==> config.mk <==
export PLATFORM = sky130hd
export DESIGN_NAME = cnc_command_frame_parser
export DESIGN_NICKNAME = d
export VERILOG_FILES = /design/src/rtl/core/cncfp_pkg.sv /design/src/rtl/core/cnc_command_frame_parser.sv
export VERILOG_INCLUDE_DIRS = /design/src /design/src/rtl/core
export SDC_FILE = /design/constraint.sdc
export NUM_CORES = 1
export LEC_CHECK = 0
export ABC_AREA = 1
export BUFFER_PORTS_ARGS = -buffer_cell sky130_fd_sc_hd__buf_2
export CAP_MARGIN = 15
export CORE_MARGIN = 8
export CORE_UTILIZATION = 30
export DETAILED_ROUTE_END_ITERATION = 10
export GPL_ROUTABILITY_DRIVEN = 0
export GPL_TIMING_DRIVEN = 0
export HOLD_SLACK_MARGIN = 0.12
export PLACE_DENSITY_LB_ADDON = 0.25
export SETUP_SLACK_MARGIN = 0.5
export SYNTH_ARGS = -nofsm -noshare
export SYNTH_HDL_FRONTEND = slang
export SYNTH_SLANG_ARGS = --single-unit
export TNS_END_PERCENT = 5
==> constraint.sdc <==
create_clock -name clk -period 8 [get_ports clk]
set_input_delay 1.2 -clock clk [delete_from_list [all_inputs] [get_ports clk]]
set_output_delay 1.2 -clock clk [all_outputs]
set_load 0.01 [all_outputs]
==> src/rtl/core/cnc_command_frame_parser_assert.svh <==
// assertion macros for the command frame parser
// included by cnc_command_frame_parser.sv; empty bodies when SYNTHESIS is defined
`ifndef CNC_COMMAND_FRAME_PARSER_ASSERT_SVH
`define CNC_COMMAND_FRAME_PARSER_ASSERT_SVH

`ifndef SYNTHESIS

// same-cycle implication
`define CNCFP_ASSERT_SAME(label, clk, rst, ante, cons) \
  label: assert property (@(posedge clk) disable iff (rst) (ante) |-> (cons)) \
    else $error("assertion failed: same-cycle check");

// next-cycle implication
`define CNCFP_ASSERT_NEXT(label, clk, rst, ante, cons) \
  label: assert property (@(posedge clk) disable iff (rst) (ante) |=> (cons)) \
    else $error("assertion failed: next-cycle check");

`else

`define CNCFP_ASSERT_SAME(label, clk, rst, ante, cons)
`define CNCFP_ASSERT_NEXT(label, clk, rst, ante, cons)

`endif

`endif

==> src/rtl/core/cncfp_pkg.sv <==
// types and constants for the command frame parser
// no dependencies
`default_nettype none

package cncfp_pkg;

  localparam int NUM_KEYS = 4;
  localparam int MAG_W    = 10;
  localparam int VAL_W    = 11;
  localparam int ACC_W    = 14;

  localparam logic [MAG_W-1:0] MAG_MAX = 10'd1023;

  localparam logic [7:0] CHAR_DOLLAR = 8'h24;
  localparam logic [7:0] CHAR_HASH   = 8'h23;
  localparam logic [7:0] CHAR_EQUALS = 8'h3D;
  localparam logic [7:0] CHAR_PLUS   = 8'h2B;
  localparam logic [7:0] CHAR_MINUS  = 8'h2D;
  localparam logic [7:0] CHAR_SPACE  = 8'h20;
  localparam logic [7:0] CHAR_TAB    = 8'h09;
  localparam logic [7:0] CHAR_CR     = 8'h0D;
  localparam logic [7:0] CHAR_ZERO   = 8'h30;
  localparam logic [7:0] CHAR_NINE   = 8'h39;
  localparam logic [7:0] CHAR_M      = 8'h4D;
  localparam logic [7:0] CHAR_THREE  = 8'h33;
  localparam logic [7:0] CHAR_FOUR   = 8'h34;

  // key letters, index 0 S, 1 X, 2 Y, 3 Z
  localparam logic [7:0] KEY_LETTER [NUM_KEYS] = '{8'h53, 8'h58, 8'h59, 8'h5A};

  typedef enum logic [3:0] {
    PH_IDLE   = 4'b0001,
    PH_SIGN   = 4'b0010,
    PH_DIGITS = 4'b0100,
    PH_DONE   = 4'b1000
  } phase_t;

endpackage

`default_nettype wire

==> src/rtl/core/cnc_command_frame_parser.sv <==
// command frame parser: '$' ... '#' frames, S= X= Y= Z= values, M3/M4 flags
// depends on cncfp_pkg and cnc_command_frame_parser_assert.svh
//
//  channel   signals                          direction  notes
//  rx        rx_valid rx_ready rx_byte        in         one ascii byte per transaction
//  res       res_valid res_ready *_value ...  out        one transaction per closing '#'
//
// each byte is handled in the cycle it is accepted; one per cycle while rx_ready is high
// a result sits in the output register; rx stays ready while it is taken
// rx_ready drops only while a result waits and res_ready is low
// synchronous reset clears the frame state and the held values to zero
`default_nettype none

module cnc_command_frame_parser #(
  parameter int VALUE_CHARS = 3
) (
  input  wire logic        clk,
  input  wire logic        rst,
  input  wire logic        rx_valid,
  output logic             rx_ready,
  input  wire logic [7:0]  rx_byte,
  output logic             res_valid,
  input  wire logic        res_ready,
  output logic signed [cncfp_pkg::VAL_W-1:0] spindle_value,
  output logic signed [cncfp_pkg::VAL_W-1:0] x_value,
  output logic signed [cncfp_pkg::VAL_W-1:0] y_value,
  output logic signed [cncfp_pkg::VAL_W-1:0] z_value,
  output logic             cw_seen,
  output logic             ccw_seen,
  output logic [cncfp_pkg::NUM_KEYS-1:0] keys_found
);

  import cncfp_pkg::*;

  localparam int CNT_W = $clog2(VALUE_CHARS + 1);

  logic                    in_frame, in_frame_next;
  logic [7:0]              previous_char, previous_char_next;
  logic [NUM_KEYS-1:0]     key_seen, key_seen_next;
  logic [1:0]              motion_flags, motion_flags_next;
  phase_t                  capture_phase [NUM_KEYS];
  phase_t                  capture_phase_next [NUM_KEYS];
  logic [CNT_W-1:0]        capture_chars [NUM_KEYS];
  logic [CNT_W-1:0]        capture_chars_next [NUM_KEYS];
  logic                    capture_negative [NUM_KEYS];
  logic                    capture_negative_next [NUM_KEYS];
  logic [MAG_W-1:0]        capture_magnitude [NUM_KEYS];
  logic [MAG_W-1:0]        capture_magnitude_next [NUM_KEYS];
  logic signed [VAL_W-1:0] held_value [NUM_KEYS];
  logic signed [VAL_W-1:0] held_value_next [NUM_KEYS];
  logic                    res_valid_next;
  logic                    cw_seen_next, ccw_seen_next;
  logic [NUM_KEYS-1:0]     keys_found_next;

  logic                    rx_accept;
  logic                    is_blank, is_digit, is_sign;
  logic [3:0]              digit_val;
  logic [ACC_W-1:0]        acc [NUM_KEYS];
  logic [MAG_W-1:0]        mag_added [NUM_KEYS];
  logic [NUM_KEYS-1:0]     not_idle;

  assign rx_ready  = !res_valid || res_ready;
  assign rx_accept = rx_valid && rx_ready;

  assign is_blank  = (rx_byte == CHAR_SPACE) || (rx_byte >= CHAR_TAB && rx_byte <= CHAR_CR);
  assign is_digit  = (rx_byte >= CHAR_ZERO) && (rx_byte <= CHAR_NINE);
  assign is_sign   = (rx_byte == CHAR_PLUS) || (rx_byte == CHAR_MINUS);
  assign digit_val = 4'(rx_byte - CHAR_ZERO);

  // saturating magnitude * 10 + digit, per key
  always_comb begin
    for (int k = 0; k < NUM_KEYS; k++) begin
      acc[k] = ({{(ACC_W-MAG_W){1'b0}}, capture_magnitude[k]} << 3)
             + ({{(ACC_W-MAG_W){1'b0}}, capture_magnitude[k]} << 1)
             + {{(ACC_W-4){1'b0}}, digit_val};
      mag_added[k] = (acc[k] > {{(ACC_W-MAG_W){1'b0}}, MAG_MAX}) ? MAG_MAX
                                                                 : acc[k][MAG_W-1:0];
      not_idle[k]  = (capture_phase[k] != PH_IDLE);
    end
  end

  always_comb begin
    logic [MAG_W:0] ext;
    ext                = '0;
    in_frame_next      = in_frame;
    previous_char_next = previous_char;
    key_seen_next      = key_seen;
    motion_flags_next  = motion_flags;
    res_valid_next     = res_valid && !res_ready;
    cw_seen_next       = cw_seen;
    ccw_seen_next      = ccw_seen;
    keys_found_next    = keys_found;
    for (int k = 0; k < NUM_KEYS; k++) begin
      capture_phase_next[k]     = capture_phase[k];
      capture_chars_next[k]     = capture_chars[k];
      capture_negative_next[k]  = capture_negative[k];
      capture_magnitude_next[k] = capture_magnitude[k];
      held_value_next[k]        = held_value[k];
    end

    if (rx_accept) begin
      if (!in_frame) begin
        if (rx_byte == CHAR_DOLLAR) begin
          in_frame_next      = 1'b1;
          previous_char_next = rx_byte;
          key_seen_next      = '0;
          motion_flags_next  = '0;
          for (int k = 0; k < NUM_KEYS; k++) begin
            capture_phase_next[k]     = PH_IDLE;
            capture_chars_next[k]     = '0;
            capture_negative_next[k]  = 1'b0;
            capture_magnitude_next[k] = '0;
          end
        end
      end else if (rx_byte == CHAR_HASH) begin
        // frame close: store found values and present the result
        for (int k = 0; k < NUM_KEYS; k++) begin
          ext = {1'b0, capture_magnitude[k]};
          if (key_seen[k]) begin
            held_value_next[k] = capture_negative[k] ? -$signed(ext) : $signed(ext);
          end
          capture_phase_next[k]     = PH_IDLE;
          capture_chars_next[k]     = '0;
          capture_negative_next[k]  = 1'b0;
          capture_magnitude_next[k] = '0;
        end
        res_valid_next     = 1'b1;
        cw_seen_next       = motion_flags[0];
        ccw_seen_next      = motion_flags[1];
        keys_found_next    = key_seen;
        in_frame_next      = 1'b0;
        previous_char_next = rx_byte;
        key_seen_next      = '0;
        motion_flags_next  = '0;
      end else begin
        for (int k = 0; k < NUM_KEYS; k++) begin
          if (capture_phase[k] == PH_SIGN || capture_phase[k] == PH_DIGITS) begin
            if (capture_phase[k] == PH_SIGN && is_blank) begin
              capture_phase_next[k] = PH_SIGN;
            end else if (capture_phase[k] == PH_SIGN && is_sign) begin
              capture_negative_next[k] = (rx_byte == CHAR_MINUS);
              capture_phase_next[k]    = PH_DIGITS;
            end else if (is_digit) begin
              capture_magnitude_next[k] = mag_added[k];
              capture_phase_next[k]     = PH_DIGITS;
            end else begin
              capture_phase_next[k] = PH_DONE;
            end
            if (capture_phase_next[k] != PH_DONE) begin
              capture_chars_next[k] = capture_chars[k] + CNT_W'(1);
              if (capture_chars_next[k] >= CNT_W'(VALUE_CHARS)) begin
                capture_phase_next[k] = PH_DONE;
              end
            end
          end
          // first occurrence of a key starts its capture
          if (rx_byte == CHAR_EQUALS && previous_char == KEY_LETTER[k] && !key_seen[k]) begin
            key_seen_next[k]          = 1'b1;
            capture_phase_next[k]     = PH_SIGN;
            capture_chars_next[k]     = '0;
            capture_negative_next[k]  = 1'b0;
            capture_magnitude_next[k] = '0;
          end
        end
        if (previous_char == CHAR_M && rx_byte == CHAR_THREE) begin
          motion_flags_next[0] = 1'b1;
        end
        if (previous_char == CHAR_M && rx_byte == CHAR_FOUR) begin
          motion_flags_next[1] = 1'b1;
        end
        previous_char_next = rx_byte;
      end
    end
  end

  always_ff @(posedge clk) begin
    if (rst) begin
      in_frame      <= 1'b0;
      previous_char <= '0;
      key_seen      <= '0;
      motion_flags  <= '0;
      res_valid     <= 1'b0;
      cw_seen       <= 1'b0;
      ccw_seen      <= 1'b0;
      keys_found    <= '0;
      for (int k = 0; k < NUM_KEYS; k++) begin
        capture_phase[k]     <= PH_IDLE;
        capture_chars[k]     <= '0;
        capture_negative[k]  <= 1'b0;
        capture_magnitude[k] <= '0;
        held_value[k]        <= '0;
      end
    end else begin
      in_frame      <= in_frame_next;
      previous_char <= previous_char_next;
      key_seen      <= key_seen_next;
      motion_flags  <= motion_flags_next;
      res_valid     <= res_valid_next;
      cw_seen       <= cw_seen_next;
      ccw_seen      <= ccw_seen_next;
      keys_found    <= keys_found_next;
      for (int k = 0; k < NUM_KEYS; k++) begin
        capture_phase[k]     <= capture_phase_next[k];
        capture_chars[k]     <= capture_chars_next[k];
        capture_negative[k]  <= capture_negative_next[k];
        capture_magnitude[k] <= capture_magnitude_next[k];
        held_value[k]        <= held_value_next[k];
      end
    end
  end

  assign spindle_value = held_value[0];
  assign x_value       = held_value[1];
  assign y_value       = held_value[2];
  assign z_value       = held_value[3];

  `include "cnc_command_frame_parser_assert.svh"

  `CNCFP_ASSERT_SAME(a_stall_only_on_result, clk, rst, !rx_ready, res_valid)
  `CNCFP_ASSERT_SAME(a_unseen_key_idle, clk, rst, 1'b1, (not_idle & ~key_seen) == '0)
  `CNCFP_ASSERT_SAME(a_outside_frame_clear, clk, rst, !in_frame, key_seen == '0 && motion_flags == '0)
  `CNCFP_ASSERT_NEXT(a_close_gives_result, clk, rst, rx_accept && in_frame && rx_byte == CHAR_HASH, res_valid && !in_frame)
  `CNCFP_ASSERT_NEXT(a_dropped_byte_no_effect, clk, rst, rx_accept && !in_frame && rx_byte != CHAR_DOLLAR, !in_frame && $stable(previous_char))

endmodule

`default_nettype wire
# == After elaboration in Yosys (flattened, before gate mapping) ==
# Memory sizes are Yosys's and may differ from the RTL's.
# Cells that the tools add are included.
# op_classes
n_reduce_logical,44
n_lt_le_gt_ge,12
muxes,163
bitwise_logic,20
add_sub_neg,17
eq_ne,31
# ops
operator,n
10-bit 2-to-1 mux,28
4-bit 2-to-1 mux,52
40-bit 2-to-1 mux,4
11-bit 2-to-1 mux,12
44-bit 2-to-1 mux,3
"8-bit by 6-bit equality test with 1-bit output, second input constant",8
16-bit 2-to-1 mux,4
13-bit by 11-bit adder with 14-bit output,4
14-bit by 4-bit adder with 14-bit output,4
"14-bit by 10-bit greater-than comparator with 1-bit output, second input constant",4
8-bit 2-to-1 mux,6
10-bit negation with 11-bit output,4
"8-bit by 7-bit equality test with 1-bit output, second input constant",5
2-bit 2-to-1 mux,19
1-bit 2-to-1 mux,35
1-bit logical AND,22
3-bit AND reduction,7
1-bit bitwise OR,20
"3-bit by 1-bit != test with 1-bit output, second input constant",6
"4-bit by 2-bit equality test with 1-bit output, second input constant",4
"4-bit by 3-bit equality test with 1-bit output, second input constant",4
"4-bit != test, second input constant",4
"2-bit by 1-bit adder with 2-bit output, second input constant",4
"2-bit greater-or-equal comparator, second input constant",4
other kinds (9),20
# word_totals
ramBits,112
input_bits,12
reg_bits,22
n_memories,5
elab_cells,304
out_inout_bits,52
# memory_table
name,depth,width,read_ports,rd_ports_with_merged_regs,wr,line,rtl
held_value,4,11,4,0,4,cnc_command_frame_parser.sv:49,logic signed [VAL_W-1:0] held_value [NUM_KEYS];
capture_magnitude,4,10,4,0,4,cnc_command_frame_parser.sv:47,logic [MAG_W-1:0] capture_magnitude [NUM_KEYS];
capture_phase,4,4,4,0,4,cnc_command_frame_parser.sv:41,phase_t capture_phase [NUM_KEYS];
capture_chars,4,2,4,0,4,cnc_command_frame_parser.sv:43,logic [CNT_W-1:0] capture_chars [NUM_KEYS];
capture_negative,4,1,4,0,4,cnc_command_frame_parser.sv:45,logic capture_negative [NUM_KEYS];

# == Logic depth before layout (Yosys ltp) ==
# Gate-level depths: netlist (run 1).
# depth
word_depth,17
ltp_mapped,16
ltp_nobuf,16

# == Least setup slack after synthesis (run 1) ==
# No wires, ideal clock.
# synth_timing
path_type,in2reg
startpoint,input port rx_byte[3]
endpoint,memory capture_magnitude[1][0]
path_buffers,0
required_ns,7.868
setup_ns,0.132
stages,13
arrival_ns,3.281
slack_ns,4.587
cell_sequence,inv_2 fa_1 fa_1 inv_1 nand3_1 nand3_1 nand2_1 nand3_1 nand2_1 nor2_1 nand3_1 nand2_1 a21oi_1
# synth_rtl
element,line,rtl
"start, declared",cnc_command_frame_parser.sv:21,"input wire logic [7:0] rx_byte,"
"end, declared",cnc_command_frame_parser.sv:47,

==> implementation parameters, run 1 <==
Parameter                              Value

Critical path
  Worst-case register-to-register setup slack    roughly 5 ns
  Sort of element at the start of the critical path    input port
  Cell repeated most along the worst path    nand3_1
  Max incr delay on CP    about 0.53 ns
  Maximum fanout encountered on the critical timing path    10
  Data arrival time of the critical path    4.06 ns
  Critical path buffer and inverter count    3
  Worst setup path category    input port to flip-flop
  CP endpoint kind    flip-flop
  Largest delay share family, worst path    simple AND/OR/NAND/NOR gates
  Worst endpoint required time    8.28 ns
  CP max-delay cell    nor2_1
  Crit path cell chain    buf_2, inv_2, fa_1, fa_1, inv_1, nand3_1, nand3_1, nand2_1, nand3_1, nand2_1, nor2_1, nand3_1, nand2_1, a21oi_1

Floorplanning
  Die Area    around 37000 sq um
  Standard-cell rows    65
  Area of the placeable core    approximately 31000 sq um
  Die width    about 190 um
  Die Ht    around 190 um
  Initial core utilization    slightly above 30%
  Top-level I/O count    64

Clocking
  Buffer cell driving the clock tree root    clkbuf_16
  Maximum level of the CTS H-tree    4
  Number of gates resized after cts    0
  Worst skew pair latency    approximately 0.42 ns
  Max Buffers Root-to-Sink    2
  CTS tree    done
  Number of buffers inserted by post-CTS setup repair    0
  Number of buffers created by CTS    17
  Clk slew on worst S/H paths    about 0.05 ns
  Number of hold buffers added after CTS    0
  # clock sinks    between 100 and 150

Timing
  Setup tns final    0 ns
  Unrepaired setup endpoints after global routing    false
  Endpoints failing hold    0
  Period Utilization, post-route    47.3%
  Worst Tran Pin Value    about 0.97 ns
  Time the worst path needs with I/O delays and setup    around 3.8 ns
  Clock tree skew after final layout    0.0101 ns
  Peak Freq    roughly 0.26 GHz
  Headroom to the max-slew limit    a little over a third
  Worst hold slack    0.436 ns
  Final count of negative-setup-slack endpoints    0
  Final Max Tran Viols    0

Yosys
  Leading cell types by total area after synthesis    dfxtp_1 (28%), nand2_1 (14%), ha_1 (11%)
  Ys Warns    0
  Distinct cells, synth    43
  Fraction of the yosys area taken by sequential cells    ~28%
  Flip-flop and latch count after synthesis    134
  Average footprint of a synthesized cell    approximately 6.8 sq um
  Count of mapped cells out of synthesis    about 1400
  Post-synthesis instance area    9420 sq um
  Biggest area consumer among synthesized cells    dfxtp_1
  Net count of the mapped netlist    ~1500
  Top-area cell type share of the netlist area    between 20% and 30%

Pwr
  Total power consumption of the routed design    1530 uW
  Worst-case vdd ir drop    about 140 uV
  Total power density per cell area    141 nW/um^2
  Leakage power total    0.00532 uW

Routing
  Number of DRC violations after detailed-routing iteration 0    approximately 530
  Residual DRC    0
  Wire length per cell after detailed routing    roughly 14 um
  Routed WL    ~27 mm
  Via count    8920
  Post-detailed-route via-to-cell ratio    4.72
  Remaining antenna violation count    0
  Initial DRT Pass Iterations    5

Place
  Number of buffers added on ports    63
  Estimated wirelength of the detail-placed design    21.0 mm

Job
  Max-capacitance violation count    0

Finish
  Final Net Count    approximately 1600
  FF+latch area    ~2700 sq um
  Multi-input combinational cell area    between 5000 and 6000 sq um
  Area delta synth->final    15.0%
  Filler instances    3455
  Fraction of final layout cells with drive strength greater than 1    ~11%
  Number of diodes added for antenna fixing    0
  Most common cell after layout, fill and taps aside    nand2_1
  Highest-count cells in the layout ignoring fill and taps    nand2_1 (364), inv_1 (171), a21oi_1 (152)

Global route
  Antenna violations before repair    2
  First-pass GRT wire length    around 45 mm
  GRT Total Usage    between 10% and 20%
  Number of global-route vias before repair    between 8000 and 9000
  Maximum number of pins on one net before global-route repair    17
  Total global routing overflow    0

Hold path
  Class of the tightest hold or removal check    flip-flop to flip-flop

Status
  Status    finished, final reports clean
==> cell families after synthesis <==
family                   Yosys count  synth area share (%)
AO/OA/AOI/OAI                    230                  13.0
XOR/XNOR                          48                  4.46
adder cells (fa/ha/maj)           92                  12.9
buffers and inverters            216                  8.97
flip-flops                       134                  28.5
AND/OR/NAND/NOR                  673                  32.2
==> worst paths after layout <==
kind                           start                 endpoint  depth (start not counted)
max                       rx_byte[3]  capture_magnitude[1][9]                         14
min              capture_phase[3][0]      capture_phase[3][0]                          2
max reg2reg  capture_magnitude[1][0]  capture_magnitude[1][9]                         13
min reg2reg      capture_phase[3][0]      capture_phase[3][0]                          2
==> synth_stat cells (all sizes together) <==
library cell and count:
nand2 377, inv 189, a21oi 153, dfxtp 134, nor2 128, nand3 118
ha 84, o21ai 54, xor2 33, nor3 23, clkbuf 15, xnor2 15
nand4 12, buf 9, fa 8, o211ai 8, o21a 8, nand3b 7
or2 6, clkinv 3, o211a 3, a211oi 1, a31oi 1, and2 1
nor4 1, o221ai 1, o31ai 1
==> flip-flops by register name, indices dropped and copies added, names as in the netlist, 4 cells and up <==
name	cells
held_value	44
previous_char	8
key_seen	4
keys_found	4
capture_phase	16
capture_chars	8
capture_negative	4
capture_magnitude	40
==> worst min-delay path: stages (launching register included) <==
cell     delay (ns)
dfxtp_1        0.32
nand2_1        0.05
nand2_1        0.04
==> stage by stage <==
step	instances	worst slack, ns	instance area (sq um)	utilization [%]
floorplan	1393	4.59	9420	-
global placement	1858	3.82	10200	32.8
detailed placement	1858	3.83	10200	32.8
CTS	1888	4.27	10800	34.7
global route	1888	4.08	10800	34.7
finish	1888	4.21	10800	34.7
==> where the power goes <==
group | switching [uW] | internal [uW] | total (uW)
Combinational | 39.0 | 12.1 | 51.1
Clock | 303 | 511 | 814
Sequential | 0.226 | 668 | 668
==> per-layer routing <==
metal	track usage, %	wire length [um]	vias up	part of all wire (%)
li1	-	-	4695	-
met1	18.7	13200	4064	48
met4	3.31	323	2	1.2
met2	25.2	12800	140	47
met3	2.60	858	19	3.2
met5	0	13	-	0.048
==> layout make-up <==
cell class	instances	share of cell area [%]
Sequential cell	134	24.7
Multi-Input combinational cell	1043	54.4
Timing Repair Buffer	63	2.91
Clock buffer	22	4.37
Buffer	24	1.14
Inverter	192	6.66
Clock inverter	8	1.14
Tap cell	402	4.64
Note: power is estimated with default switching activity, not from simulation.
==> inputs of run 2 (changes only) <==
- ABC_AREA: 1 -> 0
- clock period: 8 -> 3.7 ns (I/O delays scaled with it)
==> run 2 against run 1 <==
Net effect: die area decreased by 7.8%; via count decreased by 14%; critical path depth decreased by 2; highest routed layer is now met4.
==> implementation parameters, run 2 <==
Parameter                              Value

Yosys
  Post-synthesis instance area    ~8600 sq um
  Ys Warns    0
  Synth Flop Type    dfxtp_1
  Fraction of the yosys area taken by sequential cells    31.1%
  Distinct cells, synth    81
  Average footprint of a synthesized cell    between 8 and 9 sq um
  Flip-flop and latch count after synthesis    approximately 130
  Net count of the mapped netlist    1114
  Async SR Flop Fraction    0%
  Top-area cell type share of the netlist area    between 30% and 40%
  Number of enable flip-flop cells after synthesis    0
  Count of mapped cells out of synthesis    1010
  Library cell with the highest instance count after synthesis    dfxtp_1
  Biggest area consumer among synthesized cells    dfxtp_1
  Ranking of synthesized cells by instance count    dfxtp_1 (134), nand2_1 (114), nor2_1 (87), ha_1 (84), a21oi_1 (77)
  Leading cell types by total area after synthesis    dfxtp_1 (31%), ha_1 (12%), nand2_1 (5.0%)

Critical path
  CP max-delay cell    fa_1
  Cell depth of the worst flop-to-flop path    10
  Start of the worst register-to-register path    capture_magnitude[1][0]
  Worst-case register-to-register setup slack    between 0.5 and 0.6 ns
  Worst r2r dst    capture_magnitude[1][2]
  Sort of element at the start of the critical path    input port
  Crit path cell chain    buf_2, buf_8, inv_4, fa_1, fa_2, nor2b_4, o31ai_4, a311oi_2, a22oi_1, o41a_1, buf_6, a221o_1
  Worst setup path category    input port to flip-flop
  Worst endpoint required time    around 4 ns
  Max incr delay on CP    0.46 ns
  Data arrival time of the critical path    3.46 ns
  Maximum fanout encountered on the critical timing path    10
  CP endpoint kind    flip-flop

Clocking
  CTS tree    done
  Number of hold buffers added after CTS    0
  Buffer cell driving the clock tree root    clkbuf_16
  # clock sinks    between 100 and 150
  Worst skew pair latency    approximately 0.42 ns
  Maximum level of the CTS H-tree    4
  Max Buffers Root-to-Sink    2
  Number of buffers created by CTS    17
  Clk slew on worst S/H paths    roughly 0.06 ns

Place
  Worst setup slack after placement    -0.214 ns
  Number of buffers added on ports    63
  Estimated wirelength of the detail-placed design    17.9 mm
  Dpl cells    ~1500

Finish
  Final Net Count    1203
  Register bank with the most flops    held_value
  Most common cell after layout, fill and taps aside    dfxtp_1
  Layout Cells excl Fill    about 1500
  Number of flip-flops in the largest register    44
  Area delta synth->final    18.9%
  Highest-count cells in the layout ignoring fill and taps    dfxtp_1 (128), nand2_1 (114), nor2_1 (87)
  Filler instances    3004
  Number of diodes added for antenna fixing    0
  Fraction of final layout cells with drive strength greater than 1    about 17%
  Multi-input combinational cell area    between 5000 and 6000 sq um
  Top Registers    held_value x44, capture_magnitude x40, capture_phase x16
  FF+latch area    2700 sq um

Timing
  Setup tns final    0 ns
  Final Max Tran Viols    0
  Clock tree skew after final layout    between 0.015 and 0.02 ns
  Unrepaired setup endpoints after global routing    true
  Final count of negative-setup-slack endpoints    0
  Headroom to the max-slew limit    20.2%
  Peak Freq    approximately 0.32 GHz
  Period Utilization, post-route    between 80 and 90%
  Time the worst path needs with I/O delays and setup    3.15 ns
  Worst Tran Pin Value    between 1 and 1.5 ns
  Worst Slack Setup Final    0.545 ns
  Endpoints failing hold    0

Global route
  Antenna violations before repair    0
  GRT Total Usage    14.1%
  Maximum number of pins on one net before global-route repair    17
  Total global routing overflow    0
  Number of global-route vias before repair    7315
  First-pass GRT wire length    ~39 mm

Routing
  Residual DRC    0
  Post-detailed-route via-to-cell ratio    just over 5
  Initial DRT Pass Iterations    5
  Wire length per cell after detailed routing    between 15 and 20 um
  Routed WL    24.2 mm
  Remaining antenna violation count    0
  Number of DRC violations after detailed-routing iteration 0    between 400 and 500
  Via count    around 7700

Pwr
  Total power consumption of the routed design    3180 uW
  Worst-case vdd ir drop    around 290 uV
  Total power density per cell area    a little over 300 nW/um^2
  Leakage power total    about 0.0042 uW

Floorplanning
  Standard-cell rows    between 60 and 70
  Die Area    between 30000 and 40000 sq um
  Area of the placeable core    28500 sq um
  Top-level I/O count    64
  Die width    roughly 190 um
  Die Ht    186 um
  Initial core utilization    between 30% and 40%

Hold path
  Startpoint of the worst hold path    rx_byte[7]
  Hold depth    3
  Destination of the worst hold path    previous_char[7]
  Class of the tightest hold or removal check    input port to flip-flop

Job
  Max-capacitance violation count    0

Status
  Status    finished, final reports clean
run 2: cell count changes after synthesis, moves of 9 or more:
cell and delta:
a211oi_1 +34, a21oi_1 -75, a221o_1 +28, inv_1 -128
inv_2 -17, nand2_1 -250, nand2_2 -9, nand2b_1 +13
nand3_1 -90, nor2_1 -28, nor2b_1 +21, o31ai_1 +12
or3_1 +11
run 2: power by group:
part	switching, uW	internal (uW)	total, uW
clock network	743	890	1630
registers	0.333	1440	1440
logic	75.6	27.3	103
run 2: layout make-up:
class                           count  area share [%]
Clock inverter                     15            1.38
Sequential cell                   134            26.3
Clock buffer                       17            4.15
Timing Repair Buffer               69            3.55
Tap cell                          384            4.69
Inverter                           44            1.64
Buffer                             39            2.14
Multi-Input combinational cell    794            56.2
run 2: cell families after synthesis:
group | synth area share [%]
and+or+nand+nor | 21.3
AOI/OAI and AO/OA | 22.7
DFF | 31.1
adders and majority gates | 14.0
buffers and inverters | 4.25
xor gates and xnor gates | 5.59
muxes | 0.929
run 2: stage by stage:
stage | utilization (%) | area [sq um] | hold slack [ns]
6_report | 36.0 | 10300 | 0.431
5_1_grt | 36.0 | 10300 | 0.432
4_1_cts | 35.5 | 10100 | 0.413
3_5_place_dp | 33.1 | 9430 | 0.443
3_3_place_gp | 33.1 | 9430 | 0.439
2_1_floorplan | - | 8630 | 0.431
run 2: what timing repair did:
action	4_1_cts	5_1_grt
buffers inserted	2	4
pin swaps	5	13
cloned	1	0
resized for setup	14	32
setup endpoints to repair	39	39
run 2: layer usage:
metal | GRT usage (%) | part of all wire [%]
met3 | 3.22 | 6.1
met5 | 0 | 0
met4 | 3.49 | 1.1
met2 | 22.8 | 45
met1 | 18.7 | 47
run 2: worst max-delay path by stage:
stage,start,endpoint,depth (start not counted)
final,rx_byte[3],capture_magnitude[1][2],12
after detailed placement,rx_byte[3],capture_magnitude[3][4],13
after floorplan,rx_byte[3],capture_magnitude[3][8],12
after global placement,rx_byte[3],capture_magnitude[3][4],13
after CTS,capture_magnitude[1][2],capture_magnitude[1][2],11
after global routing,rx_byte[3],capture_magnitude[1][2],12
run 2: critical path: cells and delay by family:
| family | cells | cell delay, ns |
|---|---|---|
| AND/OR/NAND/NOR | 1 | 0.17 |
| adder cells (fa/ha/maj) | 2 | 0.91 |
| buffers and inverters | 4 | 0.52 |
| AO/OA/AOI/OAI | 5 | 1.30 |
